## src/hw/rtl/cte_pkg.sv

```systemverilog
// Shared types, constants and fixed-point helpers for the covariance taper evaluator.
package cte_pkg;

   localparam int QB         = 24;               // fraction bits of internal values
   localparam int VW         = 40;               // internal signed value width
   localparam int NW         = 28;               // narrow multiplier operand width
   localparam int XW         = 24;               // distance inside the support, Q24
   localparam int TW         = 25;               // Storkey angle width
   localparam int QW         = 26;               // width of t2 and its quotients
   localparam int MW         = 27;               // reciprocal width
   localparam int MAW        = 33;               // magnitude bits used of a wide operand
   localparam int MBW        = NW - 1;           // magnitude bits of a narrow operand
   localparam int PW         = MAW + MBW;
   localparam int HW         = 18;               // input field width
   localparam int CW         = 17;               // output field width
   localparam int NUM_STAGES = 13;

   typedef logic signed [VW-1:0] val_type;
   typedef logic signed [NW-1:0] nar_type;

   localparam val_type ONE = 40'sd16777216;

   typedef enum logic [2:0] {
      TK_SPHERICAL = 3'd0,
      TK_CUBIC     = 3'd1,
      TK_TRIANGLE  = 3'd2,
      TK_PENTA     = 3'd3,
      TK_STORKEY   = 3'd4,
      TK_WENDLAND1 = 3'd5,
      TK_WENDLAND2 = 3'd6
   } taper_kind_type;

   // Reciprocals for exact truncating division of a QW-bit value by a constant
   localparam int D6_S   = 29;
   localparam int D12_S  = 30;
   localparam int D20_S  = 31;
   localparam int D30_S  = 31;
   localparam int D42_S  = 32;
   localparam int D56_S  = 32;
   localparam int D72_S  = 33;
   localparam int D90_S  = 33;
   localparam int D110_S = 33;
   localparam int D132_S = 34;
   localparam logic [MW-1:0] D6_M   = MW'(((64'd1 << D6_S)   + 64'd5)   / 64'd6);
   localparam logic [MW-1:0] D12_M  = MW'(((64'd1 << D12_S)  + 64'd11)  / 64'd12);
   localparam logic [MW-1:0] D20_M  = MW'(((64'd1 << D20_S)  + 64'd19)  / 64'd20);
   localparam logic [MW-1:0] D30_M  = MW'(((64'd1 << D30_S)  + 64'd29)  / 64'd30);
   localparam logic [MW-1:0] D42_M  = MW'(((64'd1 << D42_S)  + 64'd41)  / 64'd42);
   localparam logic [MW-1:0] D56_M  = MW'(((64'd1 << D56_S)  + 64'd55)  / 64'd56);
   localparam logic [MW-1:0] D72_M  = MW'(((64'd1 << D72_S)  + 64'd71)  / 64'd72);
   localparam logic [MW-1:0] D90_M  = MW'(((64'd1 << D90_S)  + 64'd89)  / 64'd90);
   localparam logic [MW-1:0] D110_M = MW'(((64'd1 << D110_S) + 64'd109) / 64'd110);
   localparam logic [MW-1:0] D132_M = MW'(((64'd1 << D132_S) + 64'd131) / 64'd132);

   typedef struct packed {
      logic [XW-1:0] x;
      val_type       h2;
      logic [TW-1:0] t;
      logic [1:0]    quad;
      logic          oos;
   } front_type;

   typedef struct packed {
      logic [QW-1:0] q2;
      logic [QW-1:0] q6;
      logic [QW-1:0] q12;
      logic [QW-1:0] q20;
      logic [QW-1:0] q30;
      logic [QW-1:0] q42;
      logic [QW-1:0] q56;
      logic [QW-1:0] q72;
      logic [QW-1:0] q90;
      logic [QW-1:0] q110;
      logic [QW-1:0] q132;
   } quot_type;

   // Q24 product, rounded half away from zero
   function automatic val_type mulq(input val_type a, input nar_type b);
      logic [VW-1:0] ua;
      logic [NW-1:0] ub;
      logic [PW-1:0] p;
      logic          neg;
      val_type       mv;
      neg = a[VW-1] ^ b[NW-1];
      ua  = a[VW-1] ? (~a + 1'b1) : a;
      ub  = b[NW-1] ? (~b + 1'b1) : b;
      p   = ({{MBW{1'b0}}, ua[MAW-1:0]} * {{MAW{1'b0}}, ub[MBW-1:0]})
            + (PW'(1) << (QB - 1));
      mv  = val_type'(p[PW-1:QB]);
      return neg ? -mv : mv;
   endfunction

   function automatic logic [QW-1:0] divk(input logic [QW-1:0] n, input logic [MW-1:0] m,
                                          input int s);
      logic [QW+MW-1:0] p;
      p = {{MW{1'b0}}, n} * {{QW{1'b0}}, m};
      return QW'(p >> s);
   endfunction

   function automatic val_type widen(input logic [XW-1:0] v);
      return $signed({{(VW-XW){1'b0}}, v});
   endfunction

   function automatic nar_type narrow(input val_type v);
      return $signed(v[NW-1:0]);
   endfunction

endpackage

```

## src/hw/rtl/cte_front.sv

```systemverilog
// Input conditioning: support check, Q24 conversion, h squared and Storkey angle.
module cte_front import cte_pkg::*; #(
   parameter int FRAC_BITS = 16
) (
   input  logic                  clock,
   input  logic [NUM_STAGES-1:0] adv,
   input  logic [HW-1:0]         h,
   output front_type             fr
);

   localparam int SHL = (FRAC_BITS <= QB) ? (QB - FRAC_BITS) : 0;
   localparam int SHR = (FRAC_BITS > QB) ? (FRAC_BITS - QB) : 0;
   localparam logic [31:0] LIMIT = 32'd1 << FRAC_BITS;
   localparam int RW = XW - 2;
   localparam int TPW = RW + MW;
   localparam logic [MW-1:0] TWO_PI = 27'd105414357;

   logic [47:0]     hx;
   logic [XW-1:0]   x_ff;
   logic [XW-1:0]   x_in;
   logic            oos_ff;
   logic            oos_in;
   logic [TPW-1:0]  tp;
   front_type       fr_ff;
   front_type       fr_in;

   always_comb begin
      hx     = ({30'd0, h} << SHL) >> SHR;
      x_in   = hx[XW-1:0];
      oos_in = ({14'd0, h} >= LIMIT);
   end

   always_comb begin
      tp         = ({{MW{1'b0}}, x_ff[RW-1:0]} * {{RW{1'b0}}, TWO_PI}) + (TPW'(1) << (QB - 1));
      fr_in.x    = x_ff;
      fr_in.h2   = mulq(widen(x_ff), narrow(widen(x_ff)));
      fr_in.t    = tp[TPW-1:QB];
      fr_in.quad = x_ff[XW-1:XW-2];
      fr_in.oos  = oos_ff;
   end

   always_ff @(posedge clock) begin
      if (adv[0]) begin
         x_ff   <= x_in;
         oos_ff <= oos_in;
      end
      if (adv[1]) begin
         fr_ff <= fr_in;
      end
   end

   assign fr = fr_ff;

endmodule

```

## config.mk

```make
export PLATFORM = sky130hd
export DESIGN_NAME = cte_front
export DESIGN_NICKNAME = d
export VERILOG_FILES = /design/src/hw/rtl/cte_pkg.sv /design/src/hw/rtl/cte_front.sv
export SDC_FILE = /design/constraint.sdc
export NUM_CORES = 1
export LEC_CHECK = 0
export ABC_AREA = 1
export BUFFER_PORTS_ARGS = -buffer_cell sky130_fd_sc_hd__buf_2
export CORE_MARGIN = 2
export CORE_UTILIZATION = 60
export DETAILED_ROUTE_END_ITERATION = 12
export PLACE_DENSITY = 0.87
export SLEW_MARGIN = 20
export SYNTH_ARGS = -nofsm -noshare
export SYNTH_HDL_FRONTEND = slang
export SYNTH_SLANG_ARGS = --single-unit
```

## constraint.sdc

```tcl
create_clock -name clock -period 9.85 [get_ports clock]
set_clock_uncertainty 0.15 [all_clocks]
set_input_delay 1.97 -clock clock [delete_from_list [all_inputs] [get_ports clock]]
set_output_delay 1.97 -clock clock [all_outputs]
set_load 0.02 [all_outputs]
```

==> metrics.md <==
| Metric | Value |
|---|---|
| Synth warn | `0` |
| WS Path Type | `reg2reg` |
| Area Growth Syn to Fin | `6.00%` |
| I/O pins | `124` |
| Gr ovfl total | `0` |
| Clock buffer depth | `2` |
| Starting Density | `0.612` |
| Antenna viol nets, final | `0` |
| Die height | `184 um` |
| CTS root buf | `clkbuf_16` |
| Slew Limit Fails | `0` |
| Syn Std Cell Area | `19400 um2` |
| Synth top area share | `0.284` |
| Drt drc | `0` |
| Min Clock Period, post-route | `7.41 ns` |
| CP required | `9.83 ns` |
| Number of synthesized flops with an enable pin | `84` |
| Top_reg_cell synth | `edfxtp_1` |
| CTS Sinks | `84` |
| Number of antenna diodes | `0` |
| CP max-delay cell | `edfxtp_1` |
| Initial DRC count | `888` |
| Initial antenna violation count | `0` |
| Final setup vio count | `0` |
| Tot GR Track Use | `0.312` |
| Max Cap Violations | `0` |
| Ranking of synthesized cells by area | `fa_1, ha_1, inv_1` |
| Area of the die | `33700 um2` |
| TritonCTS Buffers | `9` |
| Nets@finish | `3183` |
| Final wirelength | `49400 um` |
| Hold-critical path depth | `0` |
| Cell area after layout | `20500 um2` |
| Resized cells post-CTS | `0` |
| CP max stage delay | `1.01 ns` |
| Number of port buffers | `89` |
| Period utilization | `0.753` |
| Slew @ Worst Pin | `1.06 ns` |
| Post-DP Area | `20200 um2` |
| Top-count cell post-synth | `inv_1` |
| Global-route wire length before repair | `81300 um` |
| Sequential-to-total area share from yosys stat | `0.130` |
| RSZ-0062 raised after global routing | `false` |
| Worst-Skew Late Latency | `0.38 ns` |
| Via count | `15935` |
| DP HPWL | `41700 um` |
| Post CTS Setup Buffer Count | `0` |
| WP data arrival | `7.40 ns` |
| CTS tree | `done` |
| CP endpoint kind | `flip-flop` |
| Synthesis-stage register bit count | `84` |
| Mapped Cells | `2533` |
| Most frequent cells after synthesis | `inv_1, nand2_1, fa_1` |
| Max Clk Rate | `0.135 GHz` |
| R2R depth | `26` |
| RePlAce Congestion | `0.994` |
| Clk pin slew, worst setup/hold paths | `0.06 ns` |
| Worst setup SP type | `flip-flop` |
| Core Footprint | `31600 um2` |
| Rows | `65` |
| Vias in the first global route | `17192` |
| Crit-path max FO | `14` |
| Sum Neg Setup Slack | `0 ns` |
| Avg Inst Size Synth | `7.64 um2` |
| Final Hold Vio Count | `0` |
| Slew HR | `0.292` |
| Seq. cell area | `2520 um2` |
| Status | `finished clean` |
| Die W | `184 um` |
| Largest area contributor in the netlist | `fa_1` |
| Area of the multi-input gates | `14000 um2` |
| DR WL/cell | `16.3 um` |
| Ratio of cells with drive above 1 in the final layout | `0.0579` |
| Filler cell count | `2668` |
| First-pass DRT Iterations | `6` |
| Distinct cells, synth | `33` |
| Vias per inst | `5.26` |
| Asr flop ratio synth | `0` |
| Hold/Removal Path Class | `reg2reg` |
| Post-CTS Hold Buffers | `0` |
| Largest net degree at the start of global routing | `68` |
| H-Tree Depth | `3` |
[critical path, delay by kind of cell, from the launching register on]
kind / cells / cell delay, ns
adder cells (fa/ha/maj): 8 / 3.88
buffers and inverters: 6 / 0.46
AND/OR/NAND/NOR: 11 / 1.38
XOR/XNOR: 1 / 0.26
flip-flops: 1 / 1.01
[layout by cell type (no fill, tap or decap)]
cell        count
inv_1         699
nand2_1       654
fa_1          275
ha_1          254
nor2_1        196
buf_2          88
edfxtp_1       84
nand3_1        83
a21oi_1        57
xor2_1         38
nand4_1        34
o21ai_0        24
conb_1         23
xnor2_1        19
buf_4          14
nand3b_1       11
nor3_1         10
nor2_2         10
clkbuf_16       9
nand2_2         7
o21bai_1        6
nand3_2         5
xor2_2          4
or2_2           3
a21o_1          3
nor2_4          2
nor3_2          2
clkinv_4        2
clkinvlp_4      2
o21a_1          1
and2_1          1
a31o_2          1
o21ai_2         1
a21boi_0        1
nor3b_1         1
inv_8           1
bufinv_16       1
clkbuf_1        1
[layer usage]
layer  wire [um]  global-route usage  up-vias
met4        2940               0.182        0
met2       25300               0.576      575
met5           0                   0        -
li1            -                   -     7657
met3        2650              0.0537      170
met1       18500               0.334     7533
[kinds of logic (layout without fill, tap and decap cells)]
kind of cell / count (synthesis) / count (layout) / share of synthesized area
AND/OR/NAND/NOR: 1019 / 1019 / 0.216
buffers and inverters: 745 / 817 / 0.150
adder cells (fa/ha/maj): 529 / 529 / 0.449
AO/OA/AOI/OAI: 94 / 94 / 0.0261
flip-flops: 84 / 84 / 0.130
XOR/XNOR: 61 / 61 / 0.0292
other: 1 / 23 / 0.000194
[worst paths after layout]
check / start / end / slack, ns
worst max-delay path: x_ff[13]$_DFFE_PP_ / fr[44]$_DFFE_PP_ / 2.44
worst min-delay path: oos_ff$_DFFE_PP_ / fr[0]$_DFFE_PP_ / 0.28
worst max register to register: x_ff[13]$_DFFE_PP_ / fr[44]$_DFFE_PP_ / 2.44
worst min register to register: oos_ff$_DFFE_PP_ / fr[0]$_DFFE_PP_ / 0.28
[registers in the layout, summed over array words and instances (netlist names)]
signal  flops
fr         67
oos_ff      1
x_ff       16
[metrics by stage]
stage	utilization	setup slack, ns	cells	hold WS (ns)
3_3_place_gp	0.639	2.68	3013	0.253
2_1_floorplan	-	3.37	2555	0.250
3_5_place_dp	0.639	2.54	3013	0.263
6_report	0.649	2.44	3029	0.284
4_1_cts	0.649	2.55	3029	0.279
5_1_grt	0.649	2.08	3029	0.305
[final cells by class]
type,instances,area share
Clock buffer,10,0.0112
Clock inverter,6,0.00360
Inverter,699,0.128
Multi-Input combinational cell,1726,0.683
Sequential cell,84,0.123
Tap cell,402,0.0245
Timing Repair Buffer,102,0.0266
Power is left out: the tool's default activity adds up to more than one toggle a clock period on the data nets, which glitch-free logic cannot reach.
